<file path="src/design/pcle_pkg.sv">
// shared types, codes and helper functions of the pad controller led event engine
package pcle_pkg;

    // item function codes
    localparam logic [1:0] FUNC_EVENT = 2'd0;
    localparam logic [1:0] FUNC_SYNC  = 2'd1;
    localparam logic [1:0] FUNC_CLEAR = 2'd2;

    // result kinds
    localparam logic [1:0] KIND_ACTION = 2'd0;
    localparam logic [1:0] KIND_LAMP   = 2'd1;
    localparam logic [1:0] KIND_REJECT = 2'd2;

    // deck actions
    localparam logic [1:0] ACT_CUE       = 2'd0;
    localparam logic [1:0] ACT_UNCUE     = 2'd1;
    localparam logic [1:0] ACT_PUNCH_IN  = 2'd2;
    localparam logic [1:0] ACT_PUNCH_OUT = 2'd3;

    // pad modes
    localparam logic [1:0] MODE_CUE  = 2'd0;
    localparam logic [1:0] MODE_LOOP = 2'd1;
    localparam logic [1:0] MODE_ROLL = 2'd2;

    // configuration register indexes
    localparam logic REG_LEFT_PRESENT  = 1'b0;
    localparam logic REG_RIGHT_PRESENT = 1'b1;

    // event byte codes
    localparam logic [7:0] ST_LEFT_BASE  = 8'h9a;
    localparam logic [7:0] ST_LEFT_TOP   = 8'h9c;
    localparam logic [7:0] ST_RIGHT_BASE = 8'h9d;
    localparam logic [7:0] ST_RIGHT_TOP  = 8'h9f;
    localparam logic [7:0] NOTE_PLAIN    = 8'h3c;
    localparam logic [7:0] NOTE_SHIFT    = 8'h41;
    localparam logic [7:0] VEL_RELEASE   = 8'h00;
    localparam logic [7:0] VEL_PRESS     = 8'h7f;
    localparam logic [7:0] PLUG_STATUS   = 8'hba;
    localparam logic [7:0] PLUG_NOTE     = 8'h11;
    localparam logic [7:0] PLUG_VEL_ALT  = 8'h08;

    // lamp values
    localparam logic [7:0] VAL_CUE     = 8'h00;
    localparam logic [7:0] VAL_LOOP    = 8'h70;
    localparam logic [7:0] VAL_ROLL    = 8'h40;
    localparam logic [7:0] VAL_LIT     = 8'h0a;
    localparam logic [7:0] VAL_PRESSED = 8'h05;

    // pad flag bits
    localparam logic [2:0] F_LIT     = 3'b001;
    localparam logic [2:0] F_PRESSED = 3'b010;
    localparam logic [2:0] F_SYNCED  = 3'b100;

    // command budget of one item
    localparam int CNT_W = 6;
    localparam logic [CNT_W:0] MAX_CMDS     = 7'd60;
    localparam logic [CNT_W:0] CMDS_PER_PAD = 7'd6;

    typedef struct packed {
        logic load;
        logic event_step;
        logic clear_step;
        logic find_step;
        logic emit_step;
    } cmd_t;

    typedef struct packed {
        logic found;
        logic pad_end;
        logic more;
    } stat_t;

    // any real change of a pad's flags drops its synced mark
    function automatic logic [2:0] flag_change(logic [2:0] f, logic [2:0] set,
                                               logic [2:0] clr);
        logic [2:0] n;
        n = (f & ~clr) | set;
        return (n != f) ? (n & ~F_SYNCED) : f;
    endfunction

    function automatic logic [7:0] lamp_base(logic [1:0] mode);
        logic [7:0] v;
        case (mode)
            MODE_CUE:  v = VAL_CUE;
            MODE_LOOP: v = VAL_LOOP;
            MODE_ROLL: v = VAL_ROLL;
            default:   v = VAL_CUE;
        endcase
        return v;
    endfunction

endpackage

</file>
<file path="src/design/pcle_ctrl.sv">
// sequencing state machine of the pad controller led event engine
module pcle_ctrl (
    input  logic             clk,
    input  logic             rst_n,
    input  logic             start,
    input  logic [1:0]       func,
    input  pcle_pkg::stat_t  stat,
    output pcle_pkg::cmd_t   cmd,
    output logic             busy
);

    typedef enum logic [4:0] {
        S_IDLE  = 5'b00001,
        S_EVENT = 5'b00010,
        S_CLEAR = 5'b00100,
        S_FIND  = 5'b01000,
        S_EMIT  = 5'b10000
    } state_t;

    state_t state_reg;
    state_t state_next;

    always_ff @(posedge clk or negedge rst_n)
    begin
        if (!rst_n)
        begin
            state_reg <= S_IDLE;
        end
        else
        begin
            state_reg <= state_next;
        end
    end

    always_comb
    begin
        state_next     = state_reg;
        cmd            = '0;
        case (state_reg)
            S_IDLE:
            begin
                if (start)
                begin
                    cmd.load = 1'b1;
                    case (func)
                        pcle_pkg::FUNC_EVENT: state_next = S_EVENT;
                        pcle_pkg::FUNC_SYNC:  state_next = S_FIND;
                        pcle_pkg::FUNC_CLEAR: state_next = S_CLEAR;
                        default:              state_next = S_IDLE;
                    endcase
                end
            end
            S_EVENT:
            begin
                cmd.event_step = 1'b1;
                state_next     = S_IDLE;
            end
            S_CLEAR:
            begin
                cmd.clear_step = 1'b1;
                state_next     = S_FIND;
            end
            S_FIND:
            begin
                cmd.find_step = 1'b1;
                state_next    = stat.found ? S_EMIT : S_IDLE;
            end
            S_EMIT:
            begin
                cmd.emit_step = 1'b1;
                if (stat.pad_end && !stat.more)
                begin
                    state_next = S_IDLE;
                end
            end
            default:
            begin
                state_next = S_IDLE;
            end
        endcase
    end

    assign busy = (state_reg != S_IDLE);

endmodule

</file>
<file path="src/design/pcle_datapath.sv">
// pad flags, event decode, lamp command generation and result registers
module pcle_datapath #(
    parameter int PADS_PER_UNIT = 5
) (
    input  logic             clk,
    input  logic             rst_n,
    input  pcle_pkg::cmd_t   cmd,
    output pcle_pkg::stat_t  stat,
    input  logic [7:0]       status_byte,
    input  logic [7:0]       note_byte,
    input  logic [7:0]       velocity_byte,
    input  logic             cfg_we,
    input  logic             cfg_addr,
    input  logic             cfg_wdata,
    output logic             result_valid,
    output logic [1:0]       kind,
    output logic             unit_right,
    output logic [1:0]       deck_action,
    output logic [2:0]       pad,
    output logic [7:0]       cmd_status,
    output logic [7:0]       cmd_note,
    output logic [7:0]       cmd_value,
    output logic             last
);

    localparam int PW = (PADS_PER_UNIT > 1) ? $clog2(PADS_PER_UNIT) : 1;
    localparam int CW = pcle_pkg::CNT_W;

    logic [2:0] flags_reg  [0:1][0:PADS_PER_UNIT-1];
    logic [2:0] flags_next [0:1][0:PADS_PER_UNIT-1];

    logic          left_present_reg;
    logic          right_present_reg;
    logic [7:0]    st_reg;
    logic [7:0]    nt_reg;
    logic [7:0]    vel_reg;

    logic          ptr_unit_reg;
    logic          ptr_unit_next;
    logic [PW-1:0] ptr_pad_reg;
    logic [PW-1:0] ptr_pad_next;
    logic [1:0]    mode_reg;
    logic [1:0]    mode_next;
    logic          shift_reg;
    logic          shift_next;
    logic [CW-1:0] cnt_reg;
    logic [CW-1:0] cnt_next;

    logic          out_valid_reg;
    logic          out_valid_next;
    logic [1:0]    kind_reg;
    logic [1:0]    kind_next;
    logic          unit_reg;
    logic          unit_next;
    logic [1:0]    act_reg;
    logic [1:0]    act_next;
    logic [2:0]    pad_reg;
    logic [2:0]    pad_next;
    logic [7:0]    cst_reg;
    logic [7:0]    cst_next;
    logic [7:0]    cnt_note_reg;
    logic [7:0]    cnt_note_next;
    logic [7:0]    cval_reg;
    logic [7:0]    cval_next;
    logic          last_reg;
    logic          last_next;

    // event decode
    logic          is_plug;
    logic          is_left;
    logic          is_right;
    logic [7:0]    mode_full;
    logic [1:0]    ev_mode;
    logic          ev_present;
    logic [7:0]    plain_off;
    logic [7:0]    shift_off;
    logic          plain_ok;
    logic          shift_ok;
    logic          ev_shift;
    logic [PW-1:0] ev_pad;
    logic          vel_ok;
    logic          ev_on;
    logic [2:0]    ev_cur;
    logic [2:0]    ev_f1;
    logic [2:0]    ev_f2;
    logic          ev_result;
    logic          ev_reject;
    logic          ev_write;
    logic [1:0]    ev_act;

    // sync search and lamp values
    logic          srch_found;
    logic          srch_unit;
    logic [PW-1:0] srch_pad;
    logic [PW:0]   key_cur;
    logic          pad_end;
    logic          more;
    logic [2:0]    cur_flags;
    logic [7:0]    lamp_val;

    assign is_plug  = (st_reg == pcle_pkg::PLUG_STATUS)
                      && (nt_reg == pcle_pkg::PLUG_NOTE)
                      && ((vel_reg == pcle_pkg::VEL_RELEASE)
                          || (vel_reg == pcle_pkg::PLUG_VEL_ALT));

    assign is_left    = (st_reg >= pcle_pkg::ST_LEFT_BASE) && (st_reg <= pcle_pkg::ST_LEFT_TOP);
    assign is_right   = (st_reg >= pcle_pkg::ST_RIGHT_BASE)
                        && (st_reg <= pcle_pkg::ST_RIGHT_TOP);
    assign mode_full  = is_right ? (st_reg - pcle_pkg::ST_RIGHT_BASE)
                                 : (st_reg - pcle_pkg::ST_LEFT_BASE);
    assign ev_mode    = mode_full[1:0];
    assign ev_present = is_right ? right_present_reg : left_present_reg;
    assign plain_off  = nt_reg - pcle_pkg::NOTE_PLAIN;
    assign shift_off  = nt_reg - pcle_pkg::NOTE_SHIFT;
    assign plain_ok   = (nt_reg >= pcle_pkg::NOTE_PLAIN) && (plain_off < 8'(PADS_PER_UNIT));
    assign shift_ok   = (nt_reg >= pcle_pkg::NOTE_SHIFT) && (shift_off < 8'(PADS_PER_UNIT));
    // overlapping ranges: the unshifted reading wins
    assign ev_shift   = !plain_ok;
    assign ev_pad     = plain_ok ? plain_off[PW-1:0] : shift_off[PW-1:0];
    assign vel_ok     = (vel_reg == pcle_pkg::VEL_RELEASE) || (vel_reg == pcle_pkg::VEL_PRESS);
    assign ev_on      = (vel_reg == pcle_pkg::VEL_PRESS);
    assign ev_cur     = flags_reg[is_right][ev_pad];
    assign ev_f1      = ev_on ? pcle_pkg::flag_change(ev_cur, pcle_pkg::F_PRESSED, 3'b000)
                              : pcle_pkg::flag_change(ev_cur, 3'b000, pcle_pkg::F_PRESSED);

    always_comb
    begin
        ev_result = 1'b0;
        ev_reject = 1'b0;
        ev_write  = 1'b0;
        ev_act    = pcle_pkg::ACT_CUE;
        ev_f2     = ev_f1;
        if (is_plug)
        begin
            ev_result = 1'b0;
        end
        else if (!(is_left || is_right))
        begin
            ev_result = 1'b1;
            ev_reject = 1'b1;
        end
        else if (!ev_present)
        begin
            ev_result = 1'b0;
        end
        else if (!(plain_ok || shift_ok) || !vel_ok)
        begin
            ev_result = 1'b1;
            ev_reject = 1'b1;
        end
        else
        begin
            ev_write = 1'b1;
            if (ev_shift)
            begin
                if (ev_on)
                begin
                    ev_f2     = pcle_pkg::flag_change(ev_f1, 3'b000, pcle_pkg::F_LIT);
                    ev_result = 1'b1;
                    ev_act    = pcle_pkg::ACT_UNCUE;
                end
            end
            else if ((ev_mode == pcle_pkg::MODE_CUE) && ev_on)
            begin
                ev_f2     = pcle_pkg::flag_change(ev_f1, pcle_pkg::F_LIT, 3'b000);
                ev_result = 1'b1;
                ev_act    = pcle_pkg::ACT_CUE;
            end
            else if (ev_mode == pcle_pkg::MODE_LOOP)
            begin
                ev_result = 1'b1;
                if (ev_on)
                begin
                    ev_f2  = pcle_pkg::flag_change(ev_f1, pcle_pkg::F_LIT, 3'b000);
                    ev_act = pcle_pkg::ACT_PUNCH_IN;
                end
                else
                begin
                    ev_act = pcle_pkg::ACT_PUNCH_OUT;
                end
            end
        end
    end

    // lowest unsynced pad, after the current one while emitting
    assign key_cur = {ptr_unit_reg, ptr_pad_reg};

    always_comb
    begin
        srch_found = 1'b0;
        srch_unit  = 1'b0;
        srch_pad   = '0;
        for (int u = 1; u >= 0; u--)
        begin
            for (int p = PADS_PER_UNIT - 1; p >= 0; p--)
            begin
                if (!flags_reg[u][p][2]
                    && (cmd.find_step || ({1'(u), PW'(p)} > key_cur)))
                begin
                    srch_found = 1'b1;
                    srch_unit  = 1'(u);
                    srch_pad   = PW'(p);
                end
            end
        end
    end

    assign pad_end   = (mode_reg == pcle_pkg::MODE_ROLL) && shift_reg;
    // the next pad needs room for all six of its commands
    assign more      = srch_found
                       && ((7'(cnt_reg) + pcle_pkg::CMDS_PER_PAD + pcle_pkg::CMDS_PER_PAD)
                           <= pcle_pkg::MAX_CMDS);
    assign cur_flags = flags_reg[ptr_unit_reg][ptr_pad_reg];
    assign lamp_val  = pcle_pkg::lamp_base(mode_reg)
                       + (cur_flags[0] ? pcle_pkg::VAL_LIT : 8'h00)
                       + (cur_flags[1] ? pcle_pkg::VAL_PRESSED : 8'h00);

    assign stat.found   = srch_found;
    assign stat.pad_end = pad_end;
    assign stat.more    = more;

    always_comb
    begin
        flags_next     = flags_reg;
        ptr_unit_next  = ptr_unit_reg;
        ptr_pad_next   = ptr_pad_reg;
        mode_next      = mode_reg;
        shift_next     = shift_reg;
        cnt_next       = cnt_reg;
        out_valid_next = 1'b0;
        kind_next      = kind_reg;
        unit_next      = unit_reg;
        act_next       = act_reg;
        pad_next       = pad_reg;
        cst_next       = cst_reg;
        cnt_note_next  = cnt_note_reg;
        cval_next      = cval_reg;
        last_next      = last_reg;

        if (cmd.event_step)
        begin
            if (ev_write)
            begin
                flags_next[is_right][ev_pad] = ev_f2;
            end
            if (ev_result)
            begin
                out_valid_next = 1'b1;
                last_next      = 1'b1;
                cst_next       = 8'h00;
                cnt_note_next  = 8'h00;
                cval_next      = 8'h00;
                if (ev_reject)
                begin
                    kind_next = pcle_pkg::KIND_REJECT;
                    unit_next = 1'b0;
                    act_next  = pcle_pkg::ACT_CUE;
                    pad_next  = 3'd0;
                end
                else
                begin
                    kind_next = pcle_pkg::KIND_ACTION;
                    unit_next = is_right;
                    act_next  = ev_act;
                    pad_next  = 3'(ev_pad);
                end
            end
        end

        if (cmd.clear_step)
        begin
            for (int u = 0; u < 2; u++)
            begin
                for (int p = 0; p < PADS_PER_UNIT; p++)
                begin
                    flags_next[u][p] = pcle_pkg::flag_change(flags_reg[u][p], 3'b000,
                                                             pcle_pkg::F_LIT);
                end
            end
        end

        if (cmd.find_step)
        begin
            ptr_unit_next = srch_unit;
            ptr_pad_next  = srch_pad;
            mode_next     = pcle_pkg::MODE_CUE;
            shift_next    = 1'b0;
            cnt_next      = '0;
        end

        if (cmd.emit_step)
        begin
            out_valid_next = 1'b1;
            kind_next      = pcle_pkg::KIND_LAMP;
            unit_next      = ptr_unit_reg;
            act_next       = pcle_pkg::ACT_CUE;
            pad_next       = 3'(ptr_pad_reg);
            cst_next       = (ptr_unit_reg ? pcle_pkg::ST_RIGHT_BASE : pcle_pkg::ST_LEFT_BASE)
                             + 8'(mode_reg);
            cnt_note_next  = (shift_reg ? pcle_pkg::NOTE_SHIFT : pcle_pkg::NOTE_PLAIN)
                             + 8'(ptr_pad_reg);
            cval_next      = lamp_val;
            last_next      = pad_end && !more;
            shift_next     = !shift_reg;
            if (shift_reg)
            begin
                mode_next = mode_reg + 2'd1;
            end
            if (pad_end)
            begin
                flags_next[ptr_unit_reg][ptr_pad_reg] = cur_flags | pcle_pkg::F_SYNCED;
                cnt_next      = CW'(7'(cnt_reg) + pcle_pkg::CMDS_PER_PAD);
                ptr_unit_next = srch_unit;
                ptr_pad_next  = srch_pad;
                mode_next     = pcle_pkg::MODE_CUE;
                shift_next    = 1'b0;
            end
        end
    end

    always_ff @(posedge clk or negedge rst_n)
    begin
        if (!rst_n)
        begin
            for (int u = 0; u < 2; u++)
            begin
                for (int p = 0; p < PADS_PER_UNIT; p++)
                begin
                    flags_reg[u][p] <= 3'b000;
                end
            end
            left_present_reg  <= 1'b0;
            right_present_reg <= 1'b0;
            out_valid_reg     <= 1'b0;
        end
        else
        begin
            flags_reg     <= flags_next;
            out_valid_reg <= out_valid_next;
            if (cfg_we)
            begin
                case (cfg_addr)
                    pcle_pkg::REG_LEFT_PRESENT:  left_present_reg  <= cfg_wdata;
                    pcle_pkg::REG_RIGHT_PRESENT: right_present_reg <= cfg_wdata;
                    default:                     left_present_reg  <= left_present_reg;
                endcase
            end
        end
    end

    always_ff @(posedge clk)
    begin
        if (cmd.load)
        begin
            st_reg  <= status_byte;
            nt_reg  <= note_byte;
            vel_reg <= velocity_byte;
        end
        ptr_unit_reg <= ptr_unit_next;
        ptr_pad_reg  <= ptr_pad_next;
        mode_reg     <= mode_next;
        shift_reg    <= shift_next;
        cnt_reg      <= cnt_next;
        kind_reg     <= kind_next;
        unit_reg     <= unit_next;
        act_reg      <= act_next;
        pad_reg      <= pad_next;
        cst_reg      <= cst_next;
        cnt_note_reg <= cnt_note_next;
        cval_reg     <= cval_next;
        last_reg     <= last_next;
    end

    assign result_valid = out_valid_reg;
    assign kind         = kind_reg;
    assign unit_right   = unit_reg;
    assign deck_action  = act_reg;
    assign pad          = pad_reg;
    assign cmd_status   = cst_reg;
    assign cmd_note     = cnt_note_reg;
    assign cmd_value    = cval_reg;
    assign last         = last_reg;

endmodule

</file>
<file path="src/design/pad_controller_led_event_engine.sv">
// note event: bytes registered on the transfer, decoded in the event state, result (if any) registered from it
// sync: a search state, then one lamp command per cycle, six per unsynced pad;
// clear first runs the unlight pass in its own state, then goes on like a sync
// up to 60 commands per item
// reset clears all pad flags and both deck-present registers at once; results cannot be stalled
module pad_controller_led_event_engine #(
    parameter int PADS_PER_UNIT = 5
) (
    input  logic       clk,
    input  logic       rst_n,
    input  logic       start,
    output logic       busy,
    input  logic [1:0] func,
    input  logic [7:0] status_byte,
    input  logic [7:0] note_byte,
    input  logic [7:0] velocity_byte,
    input  logic       cfg_we,
    input  logic       cfg_addr,
    input  logic       cfg_wdata,
    output logic       result_valid,
    output logic [1:0] kind,
    output logic       unit_right,
    output logic [1:0] deck_action,
    output logic [2:0] pad,
    output logic [7:0] cmd_status,
    output logic [7:0] cmd_note,
    output logic [7:0] cmd_value,
    output logic       last
);

    pcle_pkg::cmd_t  cmd;
    pcle_pkg::stat_t stat;

    pcle_ctrl u_ctrl (
        .clk   (clk),
        .rst_n (rst_n),
        .start (start),
        .func  (func),
        .stat  (stat),
        .cmd   (cmd),
        .busy  (busy)
    );

    pcle_datapath #(
        .PADS_PER_UNIT (PADS_PER_UNIT)
    ) u_datapath (
        .clk           (clk),
        .rst_n         (rst_n),
        .cmd           (cmd),
        .stat          (stat),
        .status_byte   (status_byte),
        .note_byte     (note_byte),
        .velocity_byte (velocity_byte),
        .cfg_we        (cfg_we),
        .cfg_addr      (cfg_addr),
        .cfg_wdata     (cfg_wdata),
        .result_valid  (result_valid),
        .kind          (kind),
        .unit_right    (unit_right),
        .deck_action   (deck_action),
        .pad           (pad),
        .cmd_status    (cmd_status),
        .cmd_note      (cmd_note),
        .cmd_value     (cmd_value),
        .last          (last)
    );

    // a result that is not the final one only comes while a sync is still running
    a_mid_result_busy: assert property (@(posedge clk) disable iff (!rst_n)
        result_valid && !last |-> busy)
        else $error("non-final result while idle");

    // nothing is emitted in the cycle right after an item is taken
    a_no_result_after_accept: assert property (@(posedge clk) disable iff (!rst_n)
        start && !busy |=> !result_valid)
        else $error("result right after item transfer");

    // a rejected event is always a single, final result
    a_reject_last: assert property (@(posedge clk) disable iff (!rst_n)
        result_valid && (kind == pcle_pkg::KIND_REJECT) |-> last)
        else $error("reject result not marked last");

    // a lamp command that is not final is followed by another result
    a_lamp_chain: assert property (@(posedge clk) disable iff (!rst_n)
        result_valid && (kind == pcle_pkg::KIND_LAMP) && !last |=> result_valid)
        else $error("lamp command sequence broken");

endmodule
</file>
<file path="config.mk">
export PLATFORM = sky130hd
export DESIGN_NAME = pad_controller_led_event_engine
export DESIGN_NICKNAME = d
export VERILOG_FILES = /design/src/design/pcle_pkg.sv /design/src/design/pcle_ctrl.sv /design/src/design/pcle_datapath.sv /design/src/design/pad_controller_led_event_engine.sv
export SDC_FILE = /design/constraint.sdc
export NUM_CORES = 1
export LEC_CHECK = 0
export CORE_MARGIN = 3
export CORE_UTILIZATION = 55
export DETAILED_ROUTE_END_ITERATION = 8
export DONT_BUFFER_PORTS = 1
export PLACE_DENSITY = 0.73
export SLEW_MARGIN = 20
export SYNTH_ARGS = -nofsm -noshare
export SYNTH_HDL_FRONTEND = slang
export SYNTH_SLANG_ARGS = --single-unit
</file>
<file path="constraint.sdc">
create_clock -name clk -period 3.6 [get_ports clk]
set_input_delay 0.72 -clock clk [delete_from_list [all_inputs] [get_ports clk]]
set_output_delay 0.72 -clock clk [all_outputs]
set_load 0.005 [all_outputs]
</file>
=== Yosys cells after proc, flatten, opt, wreduce, memory -nomap -nowiden ===
Cells that the tools add are included.

* Add/sub/neg operators: 11
* Equal/unequal tests: 17
* Multiplexer cells: 157
* Magnitude comparators: 27
* Reductions and logical operators: 64
* Bitwise logic cells: 5

{| class="wikitable"
|+ Operators by type and width
! cell !! number
|-
| 2-to-1 mux 30 bit || 5
|-
| 2-to-1 mux 3 bit || 48
|-
| 2-to-1 mux 15 bit || 8
|-
| bitwise mux 30 bit || 2
|-
| 2-to-1 mux 1 bit || 56
|-
| 2-to-1 mux 8 bit || 5
|-
| 2-to-1 mux 2 bit || 16
|-
| demux 15 bit (select 1 bit) || 2
|-
| logical AND 1 bit || 24
|-
| > comparator 4 bit (first input constant) || 5
|-
| one-hot mux 5 bit (4 select lines) || 1
|-
| binary-select mux 3 bit (select 3 bit) || 2
|-
| demux 3 bit (select 3 bit) || 2
|-
| 2-to-1 mux 6 bit || 3
|-
| greater-or-equal comparator 8 bit (second input constant) || 2
|-
| <= comparator 8 bit (second input constant) || 2
|-
| < comparator 8 x 3 -> 1 bit (second input constant) || 2
|-
| logical OR 1 bit || 15
|-
| 2-to-1 mux 5 bit || 3
|-
| logical NOT 1 bit || 14
|-
| one-hot mux 7 bit (2 select lines) || 1
|-
| one-hot mux 4 bit (3 select lines) || 1
|-
| AND reduction 2 bit || 5
|-
| adder 7 x 8 -> 8 bit || 1
|-
| 42 further kinds || 56
|}

* Flip-flop bits (word level): 108
* Bits of input ports: 32

=== Logic depth before layout (Yosys ltp) ===
Gate-level depths: netlist of the first run.

* Word-level depth: 27
* Depth in mapped cells: 12

=== By module ===
Synthesis of the first run repeated with hierarchy kept, for this count alone.

* Cells, all modules: 681
* Area, all modules: 6462.4 um^2

{| class="wikitable"
|+ By module, submodules not included
! module !! times used !! cells an instance !! area an instance (um^2)
|-
| pcle_datapath || 1 || 645 || 6115.9
|-
| pcle_ctrl || 1 || 36 || 346.6
|}

=== Worst setup path after synthesis of the first run ===
No wires, ideal clock.

* Path type: register to register
* Start: register u_datapath.nt_reg[0]
* End: register u_datapath.cnt_note_reg[0] (netlist: u_datapath.cmd_note[0]) (enable)
* Path buffers: 2
* Setup time: 355 ps
* Arrival: 3062 ps
* Setup slack: 183 ps
* Period minus slack after synthesis: 3417 ps
* Data required time: 3245 ps
* Stages on the path, launching flop included: 12
* Path through: edfxtp_1 -> clkbuf_1 -> inv_1 -> ha_1 -> nor2b_1 -> a2111o_1 -> buf_6 -> nor2_4 -> o22ai_2 -> o21ai_0 -> a21oi_1 -> or2_2

* Word-level cells in the longest chain between the ends: 12

{| class="wikitable"
|+ Ends and longest elaborated chain
! item !! line !! RTL
|-
| from (decl) || pcle_datapath.sv:35 || <nowiki>logic [7:0] nt_reg;</nowiki>
|-
| from (signal assigned) || pcle_datapath.sv:356 || <nowiki>nt_reg <= note_byte;</nowiki>
|-
| subtractor 8 x 6 -> 8 bit or subtractor 8 x 7 -> 8 bit (tied branches) || pcle_datapath.sv:113, pcle_datapath.sv:114 ||
|-
| < comparator 8 x 3 -> 1 bit, on equally long branches || pcle_datapath.sv:115, pcle_datapath.sv:116 ||
|-
| logical AND 1 bit, on equally long branches || pcle_datapath.sv:115, pcle_datapath.sv:116 ||
|-
| logical OR 1 bit || pcle_datapath.sv:146 || <nowiki>else if (!(plain_ok || shift_ok) || !vel_ok)</nowiki>
|-
| logical NOT 1 bit || pcle_datapath.sv:146 ||
|-
| logical OR 1 bit || pcle_datapath.sv:146 ||
|-
| 2-to-1 mux 1 bit || pcle_datapath.sv:146 ||
|-
| 2-to-1 mux 1 bit || pcle_datapath.sv:142 || <nowiki>else if (!ev_present)</nowiki>
|-
| 2-to-1 mux 1 bit || pcle_datapath.sv:137 || <nowiki>else if (!(is_left || is_right))</nowiki>
|-
| 2-to-1 mux 1 bit (*) || pcle_datapath.sv:133 || <nowiki>if (is_plug)</nowiki>
|-
| nonzero test 2 bit (no source line) (*) || n/a ||
|-
| AND reduction 2 bit (no source line) (*) || n/a ||
|-
| to (signal assigned) || pcle_datapath.sv:369 || <nowiki>cnt_note_reg <= cnt_note_next;</nowiki>
|-
| to (decl) || pcle_datapath.sv:61 || <nowiki>logic [7:0] cnt_note_reg;</nowiki>
|}

Every way passes the cells marked *; elsewhere a longest branch is shown, timed or not.
A chain may end at the register's enable or synchronous reset.

==> results of run 1 <==
layout by cell type (no fill, tap or decap), types with 6 or more instances in the layout:
cell type and instances:
o21ai_0 32, nor3_1 17, a21oi_1 22, ha_1 26, a211oi_1 6, and2_1 11
mux2i_1 17, buf_4 22, nand3_1 24, clkbuf_8 10, a31oi_1 17, nand2_1 57
mux2_2 12, a22oi_1 6, nor2_1 57, inv_1 23, edfxtp_1 49, dfxtp_1 15
o31ai_1 12, and3_1 6, dfrtp_1 37, nor4_1 9
logic make-up (layout without fill, tap and decap cells):
family | Yosys count | after routing | synth area share
compound gates | 148 | 148 | 0.176
xor+xnor | 9 | 9 | 0.0129
flops | 102 | 102 | 0.444
simple gates | 233 | 233 | 0.197
other cells | 1 | 3 | 0.000612
mux | 37 | 37 | 0.0718
buf+inv | 53 | 66 | 0.0388
fa+ha+maj | 29 | 29 | 0.0596
worst max-delay path, cell delays in order (launching register included):
cell	delay [ns]
edfxtp_1	0.45
inv_1	0.14
ha_1	0.23
or2_1	0.26
a2111o_1	0.35
buf_4	0.20
o21ai_4	0.23
nand2_1	0.21
or4b_1	0.59
or2_1	0.32
nand2b_1	0.17
o31ai_1	0.20
metal layers:
layer  track usage  up-vias
met5             0        -
met4        0.0811        0
met3        0.0500       30
met2         0.390      211
met1         0.387     2389
li1              -     2300
path summary, 6_finish.rpt:
kind                                            from                           end  slack [ns]  cells past startpoint
worst min-delay path                           rst_n       u_datapath.flags_reg[3]        0.14                      1
worst min register to register    u_datapath.kind[0]            u_datapath.kind[0]        0.50                      2
worst max register to register  u_datapath.nt_reg[3]      u_datapath.flags_reg[11]        0.15                     11
max in group asynchronous                      rst_n  u_datapath.right_present_reg        2.56                      1
min in group clk                             func[0]           u_ctrl.state_reg[1]        0.39                      1
worst max-delay path            u_datapath.nt_reg[3]      u_datapath.flags_reg[11]        0.15                     11
cell usage after synthesis, drive strengths merged (17+ instances only):
cell / count / area share
nor2: 59 / 0.038
nand2: 57 / 0.035
edfxtp: 49 / 0.24
dfrtp: 37 / 0.15
o21ai: 36 / 0.034
ha: 26 / 0.053
nand3: 25 / 0.021
inv: 24 / 0.015
a21oi: 22 / 0.018
nor3: 19 / 0.018
a31oi: 18 / 0.019
mux2i: 17 / 0.028
report_power, final:
part / switching [mW] / total [mW] / internal, mW
logic: 0.912 / 1.42 / 0.504
registers: 0.191 / 1.64 / 1.45
clock network: 0.409 / 0.824 / 0.416
stage by stage:
step                      hold slack, ns  setup slack (ns)  power (mW)
after floorplan                    0.424             0.183        2.66
after global placement             0.426             0.152        2.98
after detailed placement           0.426            0.0538        3.03
after CTS                          0.129            0.0354        3.86
after global routing               0.127           0.00969        4.13
final                              0.140             0.145        3.88
what timing repair did:
item,in CTS,in global routing
endpoints found under the hold margin,27,0
hold buffers,2,0
buffers inserted,0,1
resized for setup,0,1
setup endpoints to repair,0,22
layout make-up:
type | count | area (µm²)
inverter | 25 | 93.8
multi-input combinational | 459 | 3180
clock buffer | 10 | 138
sequential | 102 | 2720
clock inverter | 6 | 91.3
timing repair buffer | 25 | 215
fill | 867 | 3990
tap | 136 | 170
==> flow_summary.toml, run 1 <==
[status]
status = "finished, final reports clean"

[worst_setup_path]
critical_path_class = "reg -> reg"
required_ns = 3.90
crit_fanout = 12
start_kind = "flop"
cp-end-kind = "flop"
arrival_ns = 3.75

[grt]
antenna_found_initial = 0
grt.total_usage = 0.261
grt.overflow.total = 0
grt_first_pass_wirelength_um = 25700
grt_pass1_vias = 4655
grt_max_degree = 28

[finish]
diodes = 0
layout-drive-gt1-share = 0.132
nNetsFinal = 681
largest_reg_flops = 30
fin_cells = 763
syn_to_final_growth_pct = 7.92
finish.utilization = 0.624
design_area_um2 = 6620

[sta]
fin_worst_skew_ns = 0.00641
fin_setup_tns_ns = 0
hold_viol_final = 0
fmaxAchievable_ghz = 0.289
finalMaxSlewViolations = 0
rsz0062_at_grt = "false"
worst_slew_pin_slew_ns = 0.891
post-route-min-period_ns = 3.45
setup_viol = 0
fin_crit_sh = 0.960
slew_headroom = 0.405

[detailed_routing]
via_per_inst = 6.46
wl_per_cell_um = 21.0
dr.pass1.iters = 5
wl_met3_um = 1050
highest_layer = "met4"
drt_iter0_drc = 564
drtAntennaViolNets = 0
via_count = 4930
wl_met2_um = 7110
met1_length_um = 7520
drc = 0
drt-total-wl_um = 16000

[floorplanning]
die_height_um = 112
initial_core_util = 0.578
ioPinCount = 67
die_area_um2 = 12500
rows = 37
die_x_um = 112
core_area_um2 = 10600

[synth]
yosys_warnings = 0
ys_seq_area_frac = 0.444
netlist_area_um2 = 6130
synth_edf_count = 49
avgSynthCellArea_um2 = 10.0
synth-async-reset-ratio = 0.373
ys_ff_latch = 102
synth_cells = 612
synthFlopType = "edfxtp_1"
yosys.cell_types.count = 90

[clocking]
cts.clk_slew.worst_paths_ns = 0.10
clockBufferDepth = 2
cts_made_buffers = 9
ctsRootBufferMaster = "clkbuf_8"
htree_levels = 3
cts_tree = "done"
cts.sinks = 102
clkLatencyLatePin_ns = 0.39

[power_and_ir_drop]
irDropWorstVdd_mv = 0.446
p_leak_nw = 2.54
power_density_nw_per_um2 = 587

[job]
max-cap-violations = 0

[placed_design]
dpl_cell_area_um2 = 6340
gp_congestion = 0.958
dp_cells = 744
dp_hpwl_um = 12000
numPortBuffers = 0

[worst_hold_path]
hold_path_class = "in -> async"
(Power assumes the default switching activity.)
==> run 2, diff against run 1 <==
Settings changed: CTS_BUF_LIST set to sky130_fd_sc_hd__clkbuf_16.
==> flow_summary.toml, run 2 (synthesized netlist as in run 1, its figures left out) <==
[status]
status = "finished, final reports clean"

[finish]
mostFrequentLayoutCells = "nor2_1, nand2_1, edfxtp_1, dfrtp_1, o21ai_0"
regArea_um2 = 2720
diodes = 0
largest_reg_flops = 30
nNetsFinal = 679
layout-drive-gt1-share = 0.130
nFillCells = 844
design_area_um2 = 6680
multi_input_area_um2 = 3180
syn_to_final_growth_pct = 8.92

[power_and_ir_drop]
p_sw_frac = 0.372
p_leak_nw = 2.56
power_frac_seq = 0.403
irDropWorstVdd_mv = 0.419
intPower_mw = 2.57
p_clk_frac = 0.256
p_switching_mw = 1.52
power_density_nw_per_um2 = 612
p_comb_frac = 0.342

[floorplanning]
die_x_um = 112
rows = 37
die_area_um2 = 12500
die_height_um = 112
core_area_um2 = 10600
ioPinCount = 67
initial_core_util = 0.578

[detailed_routing]
via_per_inst = 6.46
via_count = 4913
drt-total-wl_um = 15900
dr.pass1.iters = 6
drc = 0
wl_per_cell_um = 20.9
drt_iter0_drc = 516
drtAntennaViolNets = 0

[clocking]
hold_buffers = 0
cts_made_buffers = 9
htree_levels = 3
cts_tree = "done"
cts.clk_slew.worst_paths_ns = 0.07
ctsRootBufferMaster = "clkbuf_16"
clkLatencyLatePin_ns = 0.36
clockBufferDepth = 2
cts.sinks = 102

[sta]
fin_crit_sh = 0.955
fmaxAchievable_ghz = 0.291
fin_setup_tns_ns = 0
post-route-min-period_ns = 3.44
timing.final.ws_setup_ns = 0.164
finalMaxSlewViolations = 0
worst_slew_pin_slew_ns = 0.890
setup_viol = 0
slew_headroom = 0.406
hold_viol_final = 0
fin_worst_skew_ns = 0.00564
rsz0062_at_grt = "false"

[worst_setup_path]
cp-end-kind = "flop"
arrival_ns = 3.70
timing.rr.end = "u_datapath.flags_reg[11]"
crit_end = "u_datapath.flags_reg[11]"
rrSetupSlack_ns = 0.16
required_ns = 3.86
start_kind = "flop"
rr_startpoint = "u_datapath.nt_reg[3]"
rr_worst_depth = 11
critical_path_class = "reg -> reg"
worstSetupStartpoint = "u_datapath.nt_reg[3]"
crit_fanout = 12

[grt]
grt.overflow.total = 0
grt_pass1_vias = 4636
grt_max_degree = 39
grt_first_pass_wirelength_um = 25700
grt.total_usage = 0.262
antenna_found_initial = 0

[placed_design]
dp_hpwl_um = 12000
gp_congestion = 0.958
dpl_cell_area_um2 = 6340
dp_worst_setup_slack_ns = 0.0538
numPortBuffers = 0

[job]
max-cap-violations = 0

[worst_hold_path]
hold_path_class = "in -> async"
run 2: changes by cell type in the layout (fill, tap and decap cells not counted), sizes merged:
| cell | delta |
|---|---|
| buf | -1 |
| clkbuf | -1 |
| clkinv | +1 |
| dlygate4sd3 | -1 |
run 2: worst max-delay path: stages (launching register included):
cell      delay (ns)
edfxtp_1        0.44
inv_1           0.14
ha_1            0.23
or2_1           0.26
a2111o_1        0.35
buf_4           0.20
o21ai_4         0.23
nand2_1         0.20
or4b_1          0.59
or2_1           0.32
nand2b_1        0.17
o31ai_1         0.20
run 2: layout make-up:
cell class,instances,share of cell area
Multi-Input combinational cell,459,0.477
Clock buffer,9,0.0337
Tap cell,136,0.0255
Clock inverter,7,0.0142
Sequential cell,102,0.408
Inverter,25,0.0141
Timing Repair Buffer,23,0.0277
run 2: routing by layer:
metal  global-route usage  part of all wire
met1                0.386              0.47
met2                0.390              0.45
met3               0.0560             0.067
met4               0.0803             0.020
met5                    0                 0
run 2: worst min path at each step:
stage | to | slack [ns] | cells past startpoint
floorplan | u_ctrl.state_reg[1] | 0.42 | 0
global placement | u_datapath.flags_reg[18] | 0.43 | 0
detailed placement | u_datapath.flags_reg[3] | 0.43 | 0
CTS | u_datapath.flags_reg[11] | 0.04 | 0
global route | u_datapath.flags_reg[11] | 0.03 | 0
finish | u_datapath.flags_reg[11] | 0.05 | 0
run 2: repair_timing:
item | CTS | global route
buffers inserted | 0 | 1
gates resized for setup | 0 | 1
hold endpoints to repair | 0 | 0
setup endpoints to repair | 0 | 16
run 2: power by group through the flow:
stage	clock, mW	combinational [mW]	sequential [mW]
4_1_cts	1.06	1.37	1.64
2_1_floorplan	0	1.06	1.59
3_5_place_dp	0	1.36	1.67
3_3_place_gp	0	1.33	1.66
6_report	1.05	1.40	1.65
5_1_grt	1.11	1.56	1.68
run 2: per-stage QoR:
stage | power (mW) | instances | util | hold slack, ns
finish | 4.09 | 761 | 0.630 | 0.0520
CTS | 4.08 | 760 | 0.628 | 0.0407
detailed placement | 3.03 | 744 | 0.598 | 0.426
floorplan | 2.66 | 614 | - | 0.424
global route | 4.35 | 761 | 0.630 | 0.0321
global placement | 2.98 | 744 | 0.598 | 0.426
==> run 3, diff against run 2 <==
==> constraint.sdc (replaced) <==
create_clock -name clk -period 3.6 [get_ports clk]
set_input_delay 0.36 -clock clk [delete_from_list [all_inputs] [get_ports clk]]
set_output_delay 0.36 -clock clk [all_outputs]
set_load 0.005 [all_outputs]
==> flow_summary.toml, run 3 (synthesized netlist as in run 1, its figures left out) <==
[worst_hold_path]
hold_path_class = "in -> reg"
hold_path_end = "u_ctrl.state_reg[1]"
hold_depth = 1
hp-start = "func[0]"

[floorplanning]
core_area_um2 = 10600
rows = 37
ioPinCount = 67
die_x_um = 112
die_height_um = 112
die_area_um2 = 12500
initial_core_util = 0.578

[status]
status = "finished, final reports clean"

[sta]
post-route-min-period_ns = 3.44
fin_worst_skew_ns = 0.00564
fin_crit_sh = 0.954
fin_setup_tns_ns = 0
hold_viol_final = 0
worst_slew_pin_slew_ns = 0.891
rsz0062_at_grt = "false"
timing.final.ws_setup_ns = 0.164
setup_viol = 0
holdWs_ns = 0.0656
finalMaxSlewViolations = 0
fmaxAchievable_ghz = 0.291
slew_headroom = 0.405

[detailed_routing]
drtAntennaViolNets = 0
via_count = 4911
drt-total-wl_um = 15900
dr.pass1.iters = 5
via_per_inst = 6.44
drc = 0
drt_iter0_drc = 469
wl_per_cell_um = 20.8

[clocking]
ctsRootBufferMaster = "clkbuf_16"
cts.clk_slew.worst_paths_ns = 0.07
cts_tree = "done"
cts_made_buffers = 9
clockBufferDepth = 2
htree_levels = 3
cts.sinks = 102
clkLatencyLatePin_ns = 0.36

[finish]
layout-drive-gt1-share = 0.131
syn_to_final_growth_pct = 9.41
fin_cells = 763
nFillCells = 844
mostFrequentLayoutCells = "nor2_1, nand2_1, edfxtp_1, dfrtp_1, o21ai_0"
diodes = 0
design_area_um2 = 6710
nNetsFinal = 681
finish.utilization = 0.633
largest_reg_flops = 30

[placed_design]
gp_congestion = 0.958
dpl_cell_area_um2 = 6340
dp_worst_setup_slack_ns = 0.0538
dp_cells = 744
numPortBuffers = 0
dp_hpwl_um = 12000

[grt]
grt.overflow.total = 0
antenna_found_initial = 0
grt_pass1_vias = 4639
grt_first_pass_wirelength_um = 25700
grt.total_usage = 0.262
grt_max_degree = 39

[worst_setup_path]
arrival_ns = 3.70
max_stage_delay_ns = 0.59
cp_cell_sequence = "inv_1, ha_1, or2_1, a2111o_1, buf_4, o21ai_4, nand2_1, or4b_1, or2_1, nand2b_1, o31ai_1"
required_ns = 3.86
crit_fanout = 12
timing.rr.end = "u_datapath.flags_reg[11]"
cp-end-kind = "flop"
start_kind = "flop"
critical_path_class = "reg -> reg"
cp_slowest_cell = "or4b_1"
rr_startpoint = "u_datapath.nt_reg[3]"
rr_worst_depth = 11
crit_top_cell = "or2_1"
worstSetupStartpoint = "u_datapath.nt_reg[3]"
rrSetupSlack_ns = 0.16

[job]
max-cap-violations = 0

[power_and_ir_drop]
p_leak_nw = 2.58
power_density_nw_per_um2 = 611
irDropWorstVdd_mv = 0.420
finalPower_mw = 4.10
-- run 3: cell count changes in the layout (fill, tap and decap cells not counted) --
| cell | change |
|---|---|
| buf_12 | +1 |
| dlygate4sd3_1 | +1 |
-- run 3: worst max path at each step --
stage	slack [ns]	to
global placement	0.15	u_datapath.flags_reg[11]
detailed placement	0.05	u_datapath.flags_reg[11]
finish	0.16	u_datapath.flags_reg[11]
CTS	0.04	u_datapath.flags_reg[11]
floorplan	0.18	u_datapath.cmd_note[0]
global route	0.02	u_datapath.flags_reg[5]
-- run 3: where the power goes --
part	total (mW)	internal, mW	switching [mW]
clock	1.04	0.612	0.432
sequential	1.64	1.45	0.190
combinational	1.41	0.504	0.903
-- run 3: timing repair --
action,CTS,global route
buffers inserted,0,1
gates resized for setup,0,1
endpoints found under the hold margin,38,0
setup endpoints to repair,0,16
hold buffers,2,0
-- run 3: routing by layer --
layer,up-vias,part of all wire,GRT usage
met2,218,0.44,0.392
met1,2363,0.46,0.386
met4,0,0.021,0.0803
met3,28,0.070,0.0554
li1,2302,-,-
met5,-,0,0
-- run 3: cell type report --
| type | count | area, µm² | share of cell area |
|---|---|---|---|
| multi-input cells | 459 | 3180 | 0.475 |
| inverters | 25 | 93.8 | 0.0140 |
| clock inverters | 7 | 95.1 | 0.0142 |
| repair buffers | 25 | 215 | 0.0321 |
| flip-flops and latches | 102 | 2720 | 0.406 |
| well taps | 136 | 170 | 0.0254 |
| clock buffers | 9 | 225 | 0.0336 |
-- run 3: critical path, delay by kind of cell, from the launching register on --
family	cells	cell delay [ns]
buffers and inverters	2	0.34
AO/OA/AOI/OAI	3	0.78
flip-flops	1	0.44
adder cells (fa/ha/maj)	1	0.23
AND/OR/NAND/NOR	5	1.54
